[src/rtl/core/ttd_pkg.sv]
// ---------------------------------------------------------------------------
// ttd_pkg
// Shared types and constants of the touch tap / drag detector.
// ---------------------------------------------------------------------------
package ttd_pkg;

   // default widths of the event fields
   localparam int COORD_BITS_DEF  = 16;
   localparam int SEQ_ID_BITS_DEF = 32;

   // threshold register: whole pixels, scaled by 16 for Q12.4 compares
   localparam int THR_BITS   = 10;
   localparam int FRAC_BITS  = 4;
   localparam int LIM_BITS   = THR_BITS + FRAC_BITS;
   localparam logic [THR_BITS-1:0] THR_RESET = THR_BITS'(8);

   // register file
   localparam int CSR_ADDR_BITS = 2;
   localparam int CSR_DATA_BITS = 32;
   localparam logic [CSR_ADDR_BITS-1:0] CSR_ADDR_DRAG_THRESHOLD = '0;

   // event codes
   typedef enum logic [1:0] {
      ACT_DOWN   = 2'd0,
      ACT_CANCEL = 2'd1,
      ACT_MOVE   = 2'd2,
      ACT_UP     = 2'd3
   } action_type;

   // gesture codes
   typedef enum logic [1:0] {
      GEST_NONE = 2'd0,
      GEST_TAP  = 2'd1,
      GEST_DRAG = 2'd2
   } gesture_type;

   // decisions taken for one event
   typedef struct packed {
      logic accepted;
      logic clear_all;
      logic load_start;
      logic go_drag;
      logic drag_cont;
      logic up_delta;
      logic end_seq;
   } step_ctl_type;

endpackage

[src/rtl/core/ttd_req_if.sv]
// ---------------------------------------------------------------------------
// ttd_req_if
// Touch event channel: valid/ready handshake with the event payload.
// ---------------------------------------------------------------------------
interface ttd_req_if #(
   parameter int COORD_BITS  = ttd_pkg::COORD_BITS_DEF,
   parameter int SEQ_ID_BITS = ttd_pkg::SEQ_ID_BITS_DEF
);
   logic                         valid;
   logic                         ready;
   logic [1:0]                   action;
   logic [SEQ_ID_BITS-1:0]       sequence_id;
   logic                         has_position;
   logic signed [COORD_BITS-1:0] pos_x;
   logic signed [COORD_BITS-1:0] pos_y;

   modport source (
      output valid, action, sequence_id, has_position, pos_x, pos_y,
      input  ready
   );
   modport sink (
      input  valid, action, sequence_id, has_position, pos_x, pos_y,
      output ready
   );
endinterface

[src/rtl/core/ttd_rsp_if.sv]
// ---------------------------------------------------------------------------
// ttd_rsp_if
// Gesture result channel: valid/ready handshake with the result payload.
// ---------------------------------------------------------------------------
interface ttd_rsp_if #(
   parameter int COORD_BITS = ttd_pkg::COORD_BITS_DEF
);
   logic                       valid;
   logic                       ready;
   logic                       accepted;
   logic [1:0]                 gesture;
   logic                       delta_valid;
   logic signed [COORD_BITS:0] delta_x;
   logic signed [COORD_BITS:0] delta_y;
   logic                       drag_begin_valid;
   logic                       drag_begin;

   modport source (
      output valid, accepted, gesture, delta_valid, delta_x, delta_y,
             drag_begin_valid, drag_begin,
      input  ready
   );
   modport sink (
      input  valid, accepted, gesture, delta_valid, delta_x, delta_y,
             drag_begin_valid, drag_begin,
      output ready
   );
endinterface

[src/rtl/core/ttd_csr.sv]
// ---------------------------------------------------------------------------
// ttd_csr
// APB-style register file holding the drag threshold.
// ---------------------------------------------------------------------------
module ttd_csr (
   input  logic                                clock,
   input  logic                                reset,
   input  logic                                psel,
   input  logic                                penable,
   input  logic                                pwrite,
   input  logic [ttd_pkg::CSR_ADDR_BITS-1:0]   paddr,
   input  logic [ttd_pkg::CSR_DATA_BITS-1:0]   pwdata,
   output logic [ttd_pkg::CSR_DATA_BITS-1:0]   prdata,
   output logic                                pready,
   output logic [ttd_pkg::THR_BITS-1:0]        drag_threshold
);

   logic [ttd_pkg::THR_BITS-1:0] thr_ff;
   logic [ttd_pkg::THR_BITS-1:0] thr_in;
   logic                         wr_hit;

   // write strobe on the access phase
   assign wr_hit = psel && penable && pwrite && (paddr == ttd_pkg::CSR_ADDR_DRAG_THRESHOLD);
   assign thr_in = wr_hit ? pwdata[ttd_pkg::THR_BITS-1:0] : thr_ff;

   always_ff @(posedge clock) begin
      if (reset) begin
         thr_ff <= ttd_pkg::THR_RESET;
      end else begin
         thr_ff <= thr_in;
      end
   end

   // read mux
   always_comb begin
      prdata = '0;
      unique case (paddr)
         ttd_pkg::CSR_ADDR_DRAG_THRESHOLD: begin
            prdata = ttd_pkg::CSR_DATA_BITS'(thr_ff);
         end
         default: begin
            prdata = '0;
         end
      endcase
   end

   assign pready         = 1'b1;
   assign drag_threshold = thr_ff;

endmodule

[src/rtl/core/ttd_in_stage.sv]
// ---------------------------------------------------------------------------
// ttd_in_stage
// Input register for touch event beats; refills in the cycle it drains.
// ---------------------------------------------------------------------------
module ttd_in_stage #(
   parameter int COORD_BITS  = ttd_pkg::COORD_BITS_DEF,
   parameter int SEQ_ID_BITS = ttd_pkg::SEQ_ID_BITS_DEF
) (
   input  logic                         clock,
   input  logic                         reset,
   ttd_req_if.sink                      req_chan,
   input  logic                         take,
   output logic                         ev_valid,
   output ttd_pkg::action_type          ev_action,
   output logic [SEQ_ID_BITS-1:0]       ev_seq,
   output logic                         ev_has_pos,
   output logic signed [COORD_BITS-1:0] ev_x,
   output logic signed [COORD_BITS-1:0] ev_y
);

   logic                         valid_ff;
   logic                         valid_in;
   logic                         load;
   logic [1:0]                   act_ff;
   logic [SEQ_ID_BITS-1:0]       seq_ff;
   logic                         pos_ff;
   logic signed [COORD_BITS-1:0] x_ff;
   logic signed [COORD_BITS-1:0] y_ff;

   // room when empty or when the held beat moves on this cycle
   assign req_chan.ready = !valid_ff || take;
   assign load           = req_chan.valid && req_chan.ready;
   assign valid_in       = load || (valid_ff && !take);

   always_ff @(posedge clock) begin
      if (reset) begin
         valid_ff <= 1'b0;
      end else begin
         valid_ff <= valid_in;
      end
   end

   // payload, no reset
   always_ff @(posedge clock) begin
      if (load) begin
         act_ff <= req_chan.action;
         seq_ff <= req_chan.sequence_id;
         pos_ff <= req_chan.has_position;
         x_ff   <= req_chan.pos_x;
         y_ff   <= req_chan.pos_y;
      end
   end

   assign ev_valid   = valid_ff;
   assign ev_action  = ttd_pkg::action_type'(act_ff);
   assign ev_seq     = seq_ff;
   assign ev_has_pos = pos_ff;
   assign ev_x       = x_ff;
   assign ev_y       = y_ff;

endmodule

[src/rtl/core/ttd_gesture.sv]
// ---------------------------------------------------------------------------
// ttd_gesture
// Gesture state, per-event update and the result register.
// ---------------------------------------------------------------------------
module ttd_gesture #(
   parameter int COORD_BITS  = ttd_pkg::COORD_BITS_DEF,
   parameter int SEQ_ID_BITS = ttd_pkg::SEQ_ID_BITS_DEF
) (
   input  logic                          clock,
   input  logic                          reset,
   input  logic [ttd_pkg::THR_BITS-1:0]  drag_threshold,
   input  logic                          ev_valid,
   input  ttd_pkg::action_type           ev_action,
   input  logic [SEQ_ID_BITS-1:0]        ev_seq,
   input  logic                          ev_has_pos,
   input  logic signed [COORD_BITS-1:0]  ev_x,
   input  logic signed [COORD_BITS-1:0]  ev_y,
   output logic                          take,
   ttd_rsp_if.source                     rsp_chan
);

   localparam int ABS_BITS = COORD_BITS + 1;
   localparam int LIM_BITS = ttd_pkg::LIM_BITS;
   localparam int CMP_BITS = (ABS_BITS > LIM_BITS) ? ABS_BITS : LIM_BITS;
   localparam int SQ_BITS  = 2 * LIM_BITS;

   // gesture state
   logic                         active_ff, active_in;
   logic [SEQ_ID_BITS-1:0]       aseq_ff, aseq_in;
   ttd_pkg::gesture_type         gest_ff, gest_in;
   logic                         start_valid_ff, start_valid_in;
   logic signed [COORD_BITS-1:0] start_x_ff, start_x_in, start_y_ff, start_y_in;
   logic signed [COORD_BITS-1:0] ref_x_ff, ref_x_in, ref_y_ff, ref_y_in;
   logic                         dheld_ff, dheld_in;
   logic signed [COORD_BITS:0]   dx_ff, dx_in, dy_ff, dy_in;
   logic                         bheld_ff, bheld_in;
   logic                         bflag_ff, bflag_in;

   // result register
   logic                         rvalid_ff, rvalid_in;
   logic                         racc_ff;
   ttd_pkg::gesture_type         rgest_ff;
   logic                         rdv_ff;
   logic signed [COORD_BITS:0]   rdx_ff, rdy_ff;
   logic                         rbv_ff, rbeg_ff;

   ttd_pkg::step_ctl_type        ctl;

   // distance datapath
   logic signed [COORD_BITS:0]   sdx, sdy;
   logic [ABS_BITS-1:0]          ax, ay;
   logic [CMP_BITS-1:0]          ax_ext, ay_ext, lim_ext;
   logic [LIM_BITS-1:0]          lim, ax_op, ay_op;
   logic [SQ_BITS-1:0]           ax_sq, ay_sq, lim_sq;
   logic [SQ_BITS:0]             dist_sq;
   logic                         beyond;
   logic                         foreign, pos_ok, is_mu;
   logic signed [COORD_BITS-1:0] base_x, base_y;

   // event moves into the result register when that register has room
   assign take = ev_valid && (!rvalid_ff || rsp_chan.ready);

   // offset from the start point and squared-distance test
   assign sdx = {ev_x[COORD_BITS-1], ev_x} - {start_x_ff[COORD_BITS-1], start_x_ff};
   assign sdy = {ev_y[COORD_BITS-1], ev_y} - {start_y_ff[COORD_BITS-1], start_y_ff};
   assign ax  = sdx[COORD_BITS] ? ABS_BITS'(-sdx) : ABS_BITS'(sdx);
   assign ay  = sdy[COORD_BITS] ? ABS_BITS'(-sdy) : ABS_BITS'(sdy);
   assign lim     = {drag_threshold, {ttd_pkg::FRAC_BITS{1'b0}}};
   assign ax_ext  = CMP_BITS'(ax);
   assign ay_ext  = CMP_BITS'(ay);
   assign lim_ext = CMP_BITS'(lim);
   // squares only matter when both offsets are within the limit
   assign ax_op   = ax_ext[LIM_BITS-1:0];
   assign ay_op   = ay_ext[LIM_BITS-1:0];
   assign ax_sq   = SQ_BITS'(ax_op) * SQ_BITS'(ax_op);
   assign ay_sq   = SQ_BITS'(ay_op) * SQ_BITS'(ay_op);
   assign lim_sq  = SQ_BITS'(lim) * SQ_BITS'(lim);
   assign dist_sq = {1'b0, ax_sq} + {1'b0, ay_sq};
   assign beyond  = (ax_ext > lim_ext) || (ay_ext > lim_ext) || (dist_sq > {1'b0, lim_sq});

   // event decisions
   always_comb begin
      ctl     = '0;
      foreign = active_ff && (aseq_ff != ev_seq);
      is_mu   = (ev_action == ttd_pkg::ACT_MOVE) || (ev_action == ttd_pkg::ACT_UP);
      pos_ok  = ev_has_pos && start_valid_ff;
      ctl.accepted = !foreign && !(is_mu && !active_ff);
      unique case (ev_action)
         ttd_pkg::ACT_DOWN: begin
            ctl.clear_all  = ctl.accepted;
            ctl.load_start = ctl.accepted && ev_has_pos;
         end
         ttd_pkg::ACT_CANCEL: begin
            ctl.clear_all = ctl.accepted;
         end
         ttd_pkg::ACT_MOVE: begin
            ctl.clear_all = ctl.accepted && !pos_ok;
            ctl.go_drag   = ctl.accepted && pos_ok && (gest_ff != ttd_pkg::GEST_DRAG) && beyond;
            ctl.drag_cont = ctl.accepted && pos_ok && (gest_ff == ttd_pkg::GEST_DRAG);
         end
         ttd_pkg::ACT_UP: begin
            ctl.clear_all = ctl.accepted && !pos_ok;
            ctl.up_delta  = ctl.accepted && pos_ok && (gest_ff == ttd_pkg::GEST_DRAG);
            ctl.end_seq   = ctl.accepted;
         end
         default: begin
            ctl = '0;
         end
      endcase
   end

   // gesture next state
   always_comb begin
      gest_in = gest_ff;
      if (take) begin
         if (ctl.load_start) begin
            gest_in = ttd_pkg::GEST_TAP;
         end else if (ctl.clear_all) begin
            gest_in = ttd_pkg::GEST_NONE;
         end else if (ctl.go_drag) begin
            gest_in = ttd_pkg::GEST_DRAG;
         end
      end
   end

   // positions, deltas and flags
   always_comb begin
      active_in      = active_ff;
      aseq_in        = aseq_ff;
      start_valid_in = start_valid_ff;
      start_x_in     = start_x_ff;
      start_y_in     = start_y_ff;
      ref_x_in       = ref_x_ff;
      ref_y_in       = ref_y_ff;
      dheld_in       = dheld_ff;
      dx_in          = dx_ff;
      dy_in          = dy_ff;
      bheld_in       = bheld_ff;
      bflag_in       = bflag_ff;
      // first drag move measures from the start point
      base_x = ctl.go_drag ? start_x_ff : ref_x_ff;
      base_y = ctl.go_drag ? start_y_ff : ref_y_ff;
      if (take) begin
         if (ctl.clear_all) begin
            active_in      = 1'b0;
            aseq_in        = '0;
            start_valid_in = 1'b0;
            start_x_in     = '0;
            start_y_in     = '0;
            ref_x_in       = '0;
            ref_y_in       = '0;
            dheld_in       = 1'b0;
            dx_in          = '0;
            dy_in          = '0;
            bheld_in       = 1'b0;
            bflag_in       = 1'b0;
         end
         if (ctl.load_start) begin
            active_in      = 1'b1;
            aseq_in        = ev_seq;
            start_valid_in = 1'b1;
            start_x_in     = ev_x;
            start_y_in     = ev_y;
         end
         if (ctl.go_drag || ctl.drag_cont || ctl.up_delta) begin
            dheld_in = 1'b1;
            dx_in    = {ev_x[COORD_BITS-1], ev_x} - {base_x[COORD_BITS-1], base_x};
            dy_in    = {ev_y[COORD_BITS-1], ev_y} - {base_y[COORD_BITS-1], base_y};
         end
         if (ctl.go_drag || ctl.drag_cont) begin
            bheld_in = 1'b1;
            bflag_in = ctl.go_drag;
            ref_x_in = ev_x;
            ref_y_in = ev_y;
         end
         if (ctl.end_seq) begin
            active_in = 1'b0;
         end
      end
   end

   // control state
   always_ff @(posedge clock) begin
      if (reset) begin
         active_ff      <= 1'b0;
         aseq_ff        <= '0;
         gest_ff        <= ttd_pkg::GEST_NONE;
         start_valid_ff <= 1'b0;
         start_x_ff     <= '0;
         start_y_ff     <= '0;
         ref_x_ff       <= '0;
         ref_y_ff       <= '0;
         dheld_ff       <= 1'b0;
         dx_ff          <= '0;
         dy_ff          <= '0;
         bheld_ff       <= 1'b0;
         bflag_ff       <= 1'b0;
      end else begin
         active_ff      <= active_in;
         aseq_ff        <= aseq_in;
         gest_ff        <= gest_in;
         start_valid_ff <= start_valid_in;
         start_x_ff     <= start_x_in;
         start_y_ff     <= start_y_in;
         ref_x_ff       <= ref_x_in;
         ref_y_ff       <= ref_y_in;
         dheld_ff       <= dheld_in;
         dx_ff          <= dx_in;
         dy_ff          <= dy_in;
         bheld_ff       <= bheld_in;
         bflag_ff       <= bflag_in;
      end
   end

   // result beat valid
   assign rvalid_in = take || (rvalid_ff && !rsp_chan.ready);

   always_ff @(posedge clock) begin
      if (reset) begin
         rvalid_ff <= 1'b0;
      end else begin
         rvalid_ff <= rvalid_in;
      end
   end

   // result payload, no reset
   always_ff @(posedge clock) begin
      if (take) begin
         racc_ff  <= ctl.accepted;
         rgest_ff <= gest_in;
         rdv_ff   <= dheld_in;
         rdx_ff   <= dheld_in ? dx_in : '0;
         rdy_ff   <= dheld_in ? dy_in : '0;
         rbv_ff   <= bheld_in;
         rbeg_ff  <= bheld_in && bflag_in;
      end
   end

   assign rsp_chan.valid            = rvalid_ff;
   assign rsp_chan.accepted         = racc_ff;
   assign rsp_chan.gesture          = rgest_ff;
   assign rsp_chan.delta_valid      = rdv_ff;
   assign rsp_chan.delta_x          = rdx_ff;
   assign rsp_chan.delta_y          = rdy_ff;
   assign rsp_chan.drag_begin_valid = rbv_ff;
   assign rsp_chan.drag_begin       = rbeg_ff;

`ifndef SYNTHESIS
   // a rejected event leaves the tracked sequence alone
   a_reject_holds: assert property (@(posedge clock) disable iff (reset)
      (take && !ctl.accepted) |=> ($stable(active_ff) && $stable(aseq_ff) && $stable(gest_ff)))
      else $error("rejected event changed the sequence state");

   // drag flags and deltas only exist while in a drag
   a_begin_in_drag: assert property (@(posedge clock) disable iff (reset)
      (bheld_ff || dheld_ff) |-> (gest_ff == ttd_pkg::GEST_DRAG))
      else $error("drag flag or delta held outside a drag");

   // a start point exists exactly when a gesture is under way
   a_start_gesture: assert property (@(posedge clock) disable iff (reset)
      start_valid_ff == (gest_ff != ttd_pkg::GEST_NONE))
      else $error("start point and gesture disagree");

   // a drag-begin beat carries a delta
   a_begin_delta: assert property (@(posedge clock) disable iff (reset)
      (rvalid_ff && rbeg_ff) |-> (rdv_ff && rbv_ff && (rgest_ff == ttd_pkg::GEST_DRAG)))
      else $error("drag-begin beat without delta");
`endif

endmodule

[src/rtl/core/touch_tap_drag_detector_top.sv]
// ---------------------------------------------------------------------------
// touch_tap_drag_detector_top
// Tracks one touch sequence and classifies it as tap or drag, with deltas.
//
//   channel    direction  handshake        contents
//   req_chan   in         valid/ready      action, sequence id, position
//   rsp_chan   out        valid/ready      accepted, gesture, delta, drag begin
//   apb        in         psel/penable     drag threshold register
//
// One event per cycle sustained while the result side is ready; a request beat
// reaches the result beat through the input register, then the result register.
// The per-event update is one pass through a squared-distance compare.
// Reset is synchronous and clears the gesture state; threshold returns to 8.
// A stalled result holds its register; the input register still takes one
// more event, and request ready drops only when both registers are full.
// ---------------------------------------------------------------------------
module touch_tap_drag_detector_top #(
   parameter int COORD_BITS  = ttd_pkg::COORD_BITS_DEF,
   parameter int SEQ_ID_BITS = ttd_pkg::SEQ_ID_BITS_DEF
) (
   input  logic                              clock,
   input  logic                              reset,
   ttd_req_if.sink                           req_chan,
   ttd_rsp_if.source                         rsp_chan,
   input  logic                              psel,
   input  logic                              penable,
   input  logic                              pwrite,
   input  logic [ttd_pkg::CSR_ADDR_BITS-1:0] paddr,
   input  logic [ttd_pkg::CSR_DATA_BITS-1:0] pwdata,
   output logic [ttd_pkg::CSR_DATA_BITS-1:0] prdata,
   output logic                              pready
);

   logic [ttd_pkg::THR_BITS-1:0] drag_threshold;
   logic                         take;
   logic                         ev_valid;
   ttd_pkg::action_type          ev_action;
   logic [SEQ_ID_BITS-1:0]       ev_seq;
   logic                         ev_has_pos;
   logic signed [COORD_BITS-1:0] ev_x;
   logic signed [COORD_BITS-1:0] ev_y;

   // threshold register
   ttd_csr u_csr (
      .clock          (clock),
      .reset          (reset),
      .psel           (psel),
      .penable        (penable),
      .pwrite         (pwrite),
      .paddr          (paddr),
      .pwdata         (pwdata),
      .prdata         (prdata),
      .pready         (pready),
      .drag_threshold (drag_threshold)
   );

   // event input register
   ttd_in_stage #(
      .COORD_BITS  (COORD_BITS),
      .SEQ_ID_BITS (SEQ_ID_BITS)
   ) u_in_stage (
      .clock      (clock),
      .reset      (reset),
      .req_chan   (req_chan),
      .take       (take),
      .ev_valid   (ev_valid),
      .ev_action  (ev_action),
      .ev_seq     (ev_seq),
      .ev_has_pos (ev_has_pos),
      .ev_x       (ev_x),
      .ev_y       (ev_y)
   );

   // gesture tracking and result register
   ttd_gesture #(
      .COORD_BITS  (COORD_BITS),
      .SEQ_ID_BITS (SEQ_ID_BITS)
   ) u_gesture (
      .clock          (clock),
      .reset          (reset),
      .drag_threshold (drag_threshold),
      .ev_valid       (ev_valid),
      .ev_action      (ev_action),
      .ev_seq         (ev_seq),
      .ev_has_pos     (ev_has_pos),
      .ev_x           (ev_x),
      .ev_y           (ev_y),
      .take           (take),
      .rsp_chan       (rsp_chan)
   );

endmodule

[src/flat_wrapper.sv]
// flat-port wrapper written by rule: the top's interface ports become plain ports
module touch_tap_drag_detector_top_flat 
#(
   parameter int COORD_BITS  = ttd_pkg::COORD_BITS_DEF,
   parameter int SEQ_ID_BITS = ttd_pkg::SEQ_ID_BITS_DEF
)
  (clock, reset, psel, penable, pwrite, paddr, pwdata, prdata, pready, req_chan_valid, req_chan_action, req_chan_sequence_id, req_chan_has_position, req_chan_pos_x, req_chan_pos_y, req_chan_ready, rsp_chan_valid, rsp_chan_accepted, rsp_chan_gesture, rsp_chan_delta_valid, rsp_chan_delta_x, rsp_chan_delta_y, rsp_chan_drag_begin_valid, rsp_chan_drag_begin, rsp_chan_ready);
  ttd_req_if #(.COORD_BITS(COORD_BITS), .SEQ_ID_BITS(SEQ_ID_BITS)) req_chan_i ();
  ttd_rsp_if #(.COORD_BITS(COORD_BITS)) rsp_chan_i ();
  input  logic clock;
  input  logic reset;
  input  logic psel;
  input  logic penable;
  input  logic pwrite;
  input  logic [ttd_pkg::CSR_ADDR_BITS-1:0] paddr;
  input  logic [ttd_pkg::CSR_DATA_BITS-1:0] pwdata;
  output logic [ttd_pkg::CSR_DATA_BITS-1:0] prdata;
  output logic pready;
  input wire logic [$bits(req_chan_i.valid)-1:0] req_chan_valid;
  input wire logic [$bits(req_chan_i.action)-1:0] req_chan_action;
  input wire logic [$bits(req_chan_i.sequence_id)-1:0] req_chan_sequence_id;
  input wire logic [$bits(req_chan_i.has_position)-1:0] req_chan_has_position;
  input wire logic [$bits(req_chan_i.pos_x)-1:0] req_chan_pos_x;
  input wire logic [$bits(req_chan_i.pos_y)-1:0] req_chan_pos_y;
  output wire logic [$bits(req_chan_i.ready)-1:0] req_chan_ready;
  output wire logic [$bits(rsp_chan_i.valid)-1:0] rsp_chan_valid;
  output wire logic [$bits(rsp_chan_i.accepted)-1:0] rsp_chan_accepted;
  output wire logic [$bits(rsp_chan_i.gesture)-1:0] rsp_chan_gesture;
  output wire logic [$bits(rsp_chan_i.delta_valid)-1:0] rsp_chan_delta_valid;
  output wire logic [$bits(rsp_chan_i.delta_x)-1:0] rsp_chan_delta_x;
  output wire logic [$bits(rsp_chan_i.delta_y)-1:0] rsp_chan_delta_y;
  output wire logic [$bits(rsp_chan_i.drag_begin_valid)-1:0] rsp_chan_drag_begin_valid;
  output wire logic [$bits(rsp_chan_i.drag_begin)-1:0] rsp_chan_drag_begin;
  input wire logic [$bits(rsp_chan_i.ready)-1:0] rsp_chan_ready;
  assign req_chan_i.valid = req_chan_valid;
  assign req_chan_i.action = req_chan_action;
  assign req_chan_i.sequence_id = req_chan_sequence_id;
  assign req_chan_i.has_position = req_chan_has_position;
  assign req_chan_i.pos_x = req_chan_pos_x;
  assign req_chan_i.pos_y = req_chan_pos_y;
  assign req_chan_ready = req_chan_i.ready;
  assign rsp_chan_valid = rsp_chan_i.valid;
  assign rsp_chan_accepted = rsp_chan_i.accepted;
  assign rsp_chan_gesture = rsp_chan_i.gesture;
  assign rsp_chan_delta_valid = rsp_chan_i.delta_valid;
  assign rsp_chan_delta_x = rsp_chan_i.delta_x;
  assign rsp_chan_delta_y = rsp_chan_i.delta_y;
  assign rsp_chan_drag_begin_valid = rsp_chan_i.drag_begin_valid;
  assign rsp_chan_drag_begin = rsp_chan_i.drag_begin;
  assign rsp_chan_i.ready = rsp_chan_ready;
  touch_tap_drag_detector_top #(.COORD_BITS(COORD_BITS), .SEQ_ID_BITS(SEQ_ID_BITS)) u_core (.clock(clock), .reset(reset), .req_chan(req_chan_i), .rsp_chan(rsp_chan_i), .psel(psel), .penable(penable), .pwrite(pwrite), .paddr(paddr), .pwdata(pwdata), .prdata(prdata), .pready(pready));
endmodule
[config.mk]
export PLATFORM = sky130hd
export DESIGN_NAME = touch_tap_drag_detector_top_flat
export DESIGN_NICKNAME = d
export VERILOG_FILES = /design/src/rtl/core/ttd_pkg.sv /design/src/rtl/core/ttd_req_if.sv /design/src/rtl/core/ttd_rsp_if.sv /design/src/rtl/core/ttd_csr.sv /design/src/rtl/core/ttd_in_stage.sv /design/src/rtl/core/ttd_gesture.sv /design/src/rtl/core/touch_tap_drag_detector_top.sv /design/src/flat_wrapper.sv
export SDC_FILE = /design/constraint.sdc
export NUM_CORES = 2
export LEC_CHECK = 0
export BUFFER_PORTS_ARGS = -buffer_cell sky130_fd_sc_hd__buf_4
export CAP_MARGIN = 15
export CORE_ASPECT_RATIO = 0.7
export CORE_MARGIN = 2
export CORE_UTILIZATION = 55
export DETAILED_ROUTE_END_ITERATION = 10
export MAX_ROUTING_LAYER = met4
export PLACE_DENSITY_LB_ADDON = 0.12
export SLEW_MARGIN = 40
export SYNTH_ARGS = -nofsm -noshare
export SYNTH_HDL_FRONTEND = slang
export SYNTH_SLANG_ARGS = --single-unit
[constraint.sdc]
create_clock -name clock -period 13.3 [get_ports clock]
set_input_delay 1.33 -clock clock [delete_from_list [all_inputs] [get_ports clock]]
set_output_delay 1.33 -clock clock [all_outputs]
set_load 0.01 [all_outputs]
=== Word-level counts from Yosys, hierarchy flattened ===
Index checks and enable logic that the tools add are counted.

* Bitwise logic cells: 0
* $mul: 3
* Multiplexer cells: 38
* Reduce and logical (&&, ||, !) cells: 45
* Div/mod/pow operators: 0
* Magnitude comparators: 3
* Shifts and indexed selects: 0
* Equal/unequal tests: 6
* Add/sub/neg operators: 7

{| class="wikitable"
|+ Operators by type and width
! operator !! number
|-
| $mux 17 || 8
|-
| $mux 16 || 7
|-
| $sub 16x16->17 || 4
|-
| $mux 32 || 2
|-
| $mul 14x14->28 || 2
|-
| $gt 17x14->1 || 2
|-
| $neg 17->17 || 2
|-
| $ne 32x32->1 || 1
|-
| $add 28x28->29 || 1
|-
| $gt 29x28->1 || 1
|-
| $mul 10x10->20 || 1
|-
| $logic_and 1x1->1 || 18
|-
| $mux 1 || 13
|-
| $mux 2 || 6
|-
| $mux 10 || 1
|-
| $logic_or 1x1->1 || 9
|-
| $logic_not 1->1 || 8
|-
| $eq 2x2->1 const B || 3
|-
| $reduce_and 2->1 || 3
|-
| $logic_not 2->1 || 2
|-
| $reduce_bool 2->1 || 2
|-
| $reduce_or 2->1 || 2
|-
| $reduce_bool 3->1 || 1
|-
| $eq 2x1->1 const B || 1
|-
| other kinds (2) || 2
|}

* Output and inout bits: 75
* Logic and storage cells: 130
* Bits of input ports: 108
* RAM bits: 0
* Bits in registers: 256
* ROM bits: 0
* Latch bits: 0
* Memories kept: 0

=== Depth between registers and ports, before layout ===
* Depth after elaboration: 13
* Depth in mapped cells: 69
* Gate-level depth less buffers: 67

=== Hierarchy ===
Synthesis repeated with hierarchy kept, for this count alone.

* Cell total of the unflattened synthesis: 3,126
* Area, all modules: 28,870.2 um2

{| class="wikitable"
|+ Modules (own cells, without submodules)
! module !! sequential area each (um2) !! times used !! area an instance (um2) !! cells each
|-
| ttd_gesture || 3,963.8 || 1 || 26,105.0 || 2,973
|-
| ttd_in_stage || 2,031.9 || 1 || 2,067.0 || 72
|-
| ttd_csr || 200.2 || 1 || 698.2 || 81
|}

=== Worst setup path after synthesis ===
No wires, ideal clock.

* Kind: reg-to-reg
* From: reg u_core.u_in_stage.x_ff[0] (netlist: u_core.u_in_stage.ev_x[0])
* To: reg u_core.u_gesture.rdy_ff[14] (netlist: u_core.u_gesture.rsp_chan.delta_y[14]), data pin
* Path buffers: 2
* Setup time: 0.268 ns
* Arrival time: 14.011 ns
* Required time: 13.032 ns
* Period minus slack after synthesis: 14.280 ns
* Path slack: -0.980 ns
* Cell stages (with the launch flop): 64
* Path through: edfxtp_1 inv_1 ha_1 inv_1 fa_1 a211oi_2 o21bai_1 a21o_1 or3_1 a311oi_2 nand2_1 o21ai_0 xor2_1 inv_1 nand2_1 inv_1 fa_1 fa_1 [... 28 more ...] a211oi_2 and2_1 or3_1 buf_2 buf_6 mux2i_1 fa_1 a21o_1 a21oi_1 o21bai_1 a21oi_1 o21ai_0 a21o_1 a21o_1 a2111oi_0 nor4b_1 o31ai_1 mux2i_1

* Word-level cells in the longest chain between the ends: 13
* Elaborated cells between the ends (all ways): 19
* Those cells by class: add/sub (4); mul (1); order compare (2); mux (7); reduce/logical (5)

{| class="wikitable"
|+ RTL lines
! element !! line !! text
|-
| from (decl) || ttd_in_stage.sv:27 || <nowiki>logic signed [COORD_BITS-1:0] x_ff;</nowiki>
|-
| from (signal assigned) || ttd_in_stage.sv:49 || <nowiki>x_ff <= req_chan.pos_x;</nowiki>
|-
| $sub 16x16->17 (*) || ttd_gesture.sv:64 || <nowiki>assign sdx = {ev_x[COORD_BITS-1], ev_x} - {start_x_ff[COORD_BITS-1], start_x_ff};</nowiki>
|-
| $neg 17->17 || ttd_gesture.sv:66 || <nowiki>assign ax = sdx[COORD_BITS] ? ABS_BITS'(-sdx) : ABS_BITS'(sdx);</nowiki>
|-
| $mux 17 (*) || ttd_gesture.sv:66 ||
|-
| $mul 14x14->28 || ttd_gesture.sv:75 || <nowiki>assign ax_sq = SQ_BITS'(ax_op) * SQ_BITS'(ax_op);</nowiki>
|-
| $add 28x28->29 || ttd_gesture.sv:78 || <nowiki>assign dist_sq = {1'b0, ax_sq} + {1'b0, ay_sq};</nowiki>
|-
| $gt 29x28->1 || ttd_gesture.sv:79 || <nowiki>assign beyond = (ax_ext > lim_ext) || (ay_ext > lim_ext) || (dist_sq > {1'b0, lim_sq});</nowiki>
|-
| $logic_or 1x1->1 (*) || ttd_gesture.sv:79 ||
|-
| $logic_and 1x1->1 (*) || ttd_gesture.sv:98 || <nowiki>ctl.go_drag = ctl.accepted && pos_ok && (gest_ff != ttd_pkg::GEST_DRAG) && beyond;</nowiki>
|-
| $mux 2 (*) || ttd_gesture.sv:88 || <nowiki>unique case (ev_action)</nowiki>
|-
| $mux 16 / $logic_or 1x1->1 (equally long branches) || ttd_gesture.sv:142, ttd_gesture.sv:165 ||
|-
| $sub 16x16->17 / $logic_or 1x1->1 (equally long branches) || ttd_gesture.sv:168, ttd_gesture.sv:165 ||
|-
| $mux 17 / $mux 1 (equally long branches) || ttd_gesture.sv:165 || <nowiki>if (ctl.go_drag || ctl.drag_cont || ctl.up_delta) begin</nowiki>
|-
| $mux 17 / $mux 1 (equally long branches) || ttd_gesture.sv:143 || <nowiki>if (take) begin</nowiki>
|-
| to (signal assigned) || ttd_gesture.sv:233 || <nowiki>rdy_ff <= dheld_in ? dy_in : '0;</nowiki>
|-
| to (decl) || ttd_gesture.sv:44 || <nowiki>logic signed [COORD_BITS:0] rdx_ff, rdy_ff;</nowiki>
|}

Mark *: on every way between the ends. The rest lies on a longest branch, timed or not.
A chain may end at the register's enable or synchronous reset.

=== Worst setup path after layout ===
Same ends and word-level chain as after synthesis.

==> results.yml <==
status:
  outcome: "finished with violations"
  failing_checks: "setup timing"
floorplanning:
  floorplan.die_area_um2: 53900
  core_region_area_um2: 51100
  initial_utilization_pct: 56.0
  ioPinCount: 183
  num_rows: 69
  die_height_um: 195
  die_x_um: 277
layout:
  most-common-layout-cells: "732 x sky130_fd_sc_hd__buf_4, 546 x sky130_fd_sc_hd__inv_1, 313 x sky130_fd_sc_hd__fa_1, 279 x sky130_fd_sc_hd__ha_1, 254 x sky130_fd_sc_hd__nor2_1"
  final_design_area_no_fill_um2: 36800
  areaGrowthSynthToFinish_pct: 28.6
  final_common_cell: "sky130_fd_sc_hd__buf_4"
  num-nets-final: 4506
  finish.cell_count_without_fillers: 4455
  diodes: 0
  final_layout_size_suffix_gt1_share_pct: 28.1
detailed_routing:
  first_pass_drt_iterations: 5
  number_of_design_rule_violations_left_after_detail_routing: 0
  ratio_of_routed_vias_to_standard_cells: 5.44
  detailed_router_s_first_iteration_violation_count: 1726
  postRouteWirelength_um: 85200
  drt-wirelength-per-cell_um: 19.1
  detail-route-antenna-nets: 0
  vias: 24200
sta:
  layout_setup_ws_ps: -1010
  min_period_ps: 14310
  worst_slew_pin_slew_ps: 818
  rsz0062_at_grt: "true"
  finalSetupViolCount: 47
  timing.final.crit_share_pct: 108
  fmax_mhz: 69.9
  slew_violations: 0
  worst_slew_margin_rel_pct: 45.4
  report.final.hold_viol_count: 0
  timing.clock.skew_ps: 13.7
critical_path:
  crit_path_largest_cell_delay_ps: 640
  worst_setup_start_kind: "flip-flop"
  r2r_setup_slack_ps: -1010
  cp.depth: 65
  crit-reg2reg-launch: "u_core.u_in_stage.ev_x[0]"
  end_kind: "flip-flop"
  ff2ff_path_depth: 65
  cp_top_family: "adder cells"
  worst-setup-path-type: "reg2reg"
  critPathCapture: "u_core.u_gesture.rsp_chan.delta_y[14]"
  startpoint: "u_core.u_in_stage.ev_x[0]"
  critical_path_buf_inv_count: 11
  critical_path_required_ps: 13570
  cp_max_fo: 6
  cpMaxStageDelayCell: "sky130_fd_sc_hd__fa_2"
  cp.arrival_ps: 14580
  timing.critical_path.mode_cell: "sky130_fd_sc_hd__fa_1"
  rr_endpoint: "u_core.u_gesture.rsp_chan.delta_y[14]"
placed_design:
  dp.final_hpwl_um: 69700
  place_inst: 4353
  place_congestion: 1.02
  dpl_cell_area_um2: 34400
  place.port_buffers: 137
global_route:
  gr_util_all_layers_pct: 32.6
  grt_start_max_net_pins: 105
  grt_pass1_wl_um: 135000
  grt_antenna_before_repair: 1
  grt_overflow_total: 0
  grt_pass1_vias: 25000
cts:
  cts.sinks: 256
  clkTransAtPathRegs_ps: 70
  cts_max_path_buffers: 3
  root_buffer: "sky130_fd_sc_hd__clkbuf_16"
  tritoncts.num_buffers: 23
  clkLatencyLatePin_ps: 520
  tritoncts: "yes"
  htree_num_levels: 1
synthesis:
  mappedNetlistArea_um2: 28600
  postSynthAreaPerCell_um2: 9.28
  synth_warnings: 0
  dominant_synthesized_flop_cell: "sky130_fd_sc_hd__dfxtp_1"
  number_of_enable_flip_flop_cells_after_synthesis: 107
  synth-seq-area-share_pct: 21.6
  syn_inst: 3084
  ys_ff_latch: 256
  synth_async_sr_flop_share_pct: 0
  ys_types: 85
flow_run:
  drv.max_cap_violation_count: 0
hold_path:
  hp-class: "reg2reg"
synth_stat cells (36+ instances only):
cell                       instances  area, um^2
sky130_fd_sc_hd__inv_1           568        2130
sky130_fd_sc_hd__fa_1            340        6810
sky130_fd_sc_hd__ha_1            293        3670
sky130_fd_sc_hd__nor2_1          273        1020
sky130_fd_sc_hd__nand2_1         224         841
sky130_fd_sc_hd__dfxtp_1         149        2980
sky130_fd_sc_hd__a21oi_1         123         616
sky130_fd_sc_hd__edfxtp_1        107        3210
sky130_fd_sc_hd__xnor2_1         100         876
sky130_fd_sc_hd__mux2i_1          76         761
sky130_fd_sc_hd__clkbuf_1         69         259
sky130_fd_sc_hd__xor2_1           66         578
sky130_fd_sc_hd__a22oi_1          64         480
sky130_fd_sc_hd__a21o_1           50         375
sky130_fd_sc_hd__o21ai_0          50         250
sky130_fd_sc_hd__nor3_1           42         210
sky130_fd_sc_hd__nand3_1          36         180
layer usage:
metal  GRT usage (%)  wire length [um]  vias up
met4            4.03               966        0
met3            8.71              8550       94
met1            47.3             39400    11900
met2            47.0             36300      832
li1                -                 -    11400
met5               -                 0        -
sequential cells by signal (all words and copies together), names as in the netlist, 2 cells and up:
register and flops:
u_core.u_gesture.aseq_ff 32, u_core.u_in_stage.ev_seq 32, u_core.u_gesture.dx_ff 17, u_core.u_gesture.dy_ff 17, u_core.u_gesture.rsp_chan.delta_x 17, u_core.u_gesture.rsp_chan.delta_y 17
u_core.u_gesture.ref_x_ff 16, u_core.u_gesture.ref_y_ff 16, u_core.u_gesture.start_x_ff 16, u_core.u_gesture.start_y_ff 16, u_core.u_in_stage.ev_x 16, u_core.u_in_stage.ev_y 16
u_core.u_csr.drag_threshold 10, u_core.u_gesture.gest_ff 2, u_core.u_gesture.rsp_chan.gesture 2, u_core.u_in_stage.ev_action 2
kinds of logic (layout without fill, tap and decap cells):
group | after synthesis | in the layout | share of synthesized area (%)
and+or+nand+nor | 766 | 766 | 12.4
buffers and inverters | 702 | 1378 | 9.78
adders and majority gates | 633 | 633 | 36.6
AOI/OAI and AO/OA | 478 | 478 | 11.7
DFF | 256 | 256 | 21.6
xor gates and xnor gates | 166 | 166 | 5.08
muxes | 81 | 81 | 2.85
other | 2 | 23 | 0.0262
metrics by stage:
step | utilization, % | hold slack (ps) | TNS [ps] | setup WS [ps]
2_1_floorplan | - | 432 | -151 | -103
3_3_place_gp | 67.3 | 444 | -26290 | -1030
3_5_place_dp | 67.3 | 446 | -39640 | -1330
4_1_cts | 70.6 | 467 | -17870 | -799
5_1_grt | 72.0 | 477 | -55780 | -1580
6_report | 72.0 | 466 | -27060 | -1010
how the worst min path moves through the flow:
stage / start / slack (ps) / depth (start not counted) / end
after global routing: u_core.u_gesture.dy_ff[1] / 480 / 1 / u_core.u_gesture.dy_ff[1]
after floorplan: u_core.u_gesture.dx_ff[0] / 430 / 1 / u_core.u_gesture.dx_ff[0]
final: u_core.u_gesture.dx_ff[15] / 470 / 1 / u_core.u_gesture.dx_ff[15]
after global placement: u_core.u_gesture.dx_ff[14] / 440 / 1 / u_core.u_gesture.dx_ff[14]
after detailed placement: u_core.u_gesture.dx_ff[4] / 450 / 1 / u_core.u_gesture.dx_ff[4]
after CTS: u_core.u_gesture.dx_ff[4] / 470 / 1 / u_core.u_gesture.dx_ff[4]
final cells by class:
| cell class | count | area (um^2) |
|---|---|---|
| Timing Repair Buffer | 756 | 5800 |
| Multi-Input combinational cell | 2147 | 21100 |
| Tap cell | 674 | 843 |
| Fill cell | 3845 | 14300 |
| Clock buffer | 34 | 667 |
| Sequential cell | 256 | 6200 |
| Clock inverter | 7 | 56.3 |
| Inverter | 581 | 2200 |
what timing repair did:
action	4_1_cts	5_1_grt
pin swaps	86	92
setup buffers	42	27
resized for setup	143	121
setup endpoints to repair	55	63
hold buffers	0	0
Power is not shown: default switching activity piles up to over one toggle a cycle in this logic, so the estimate is an artifact.
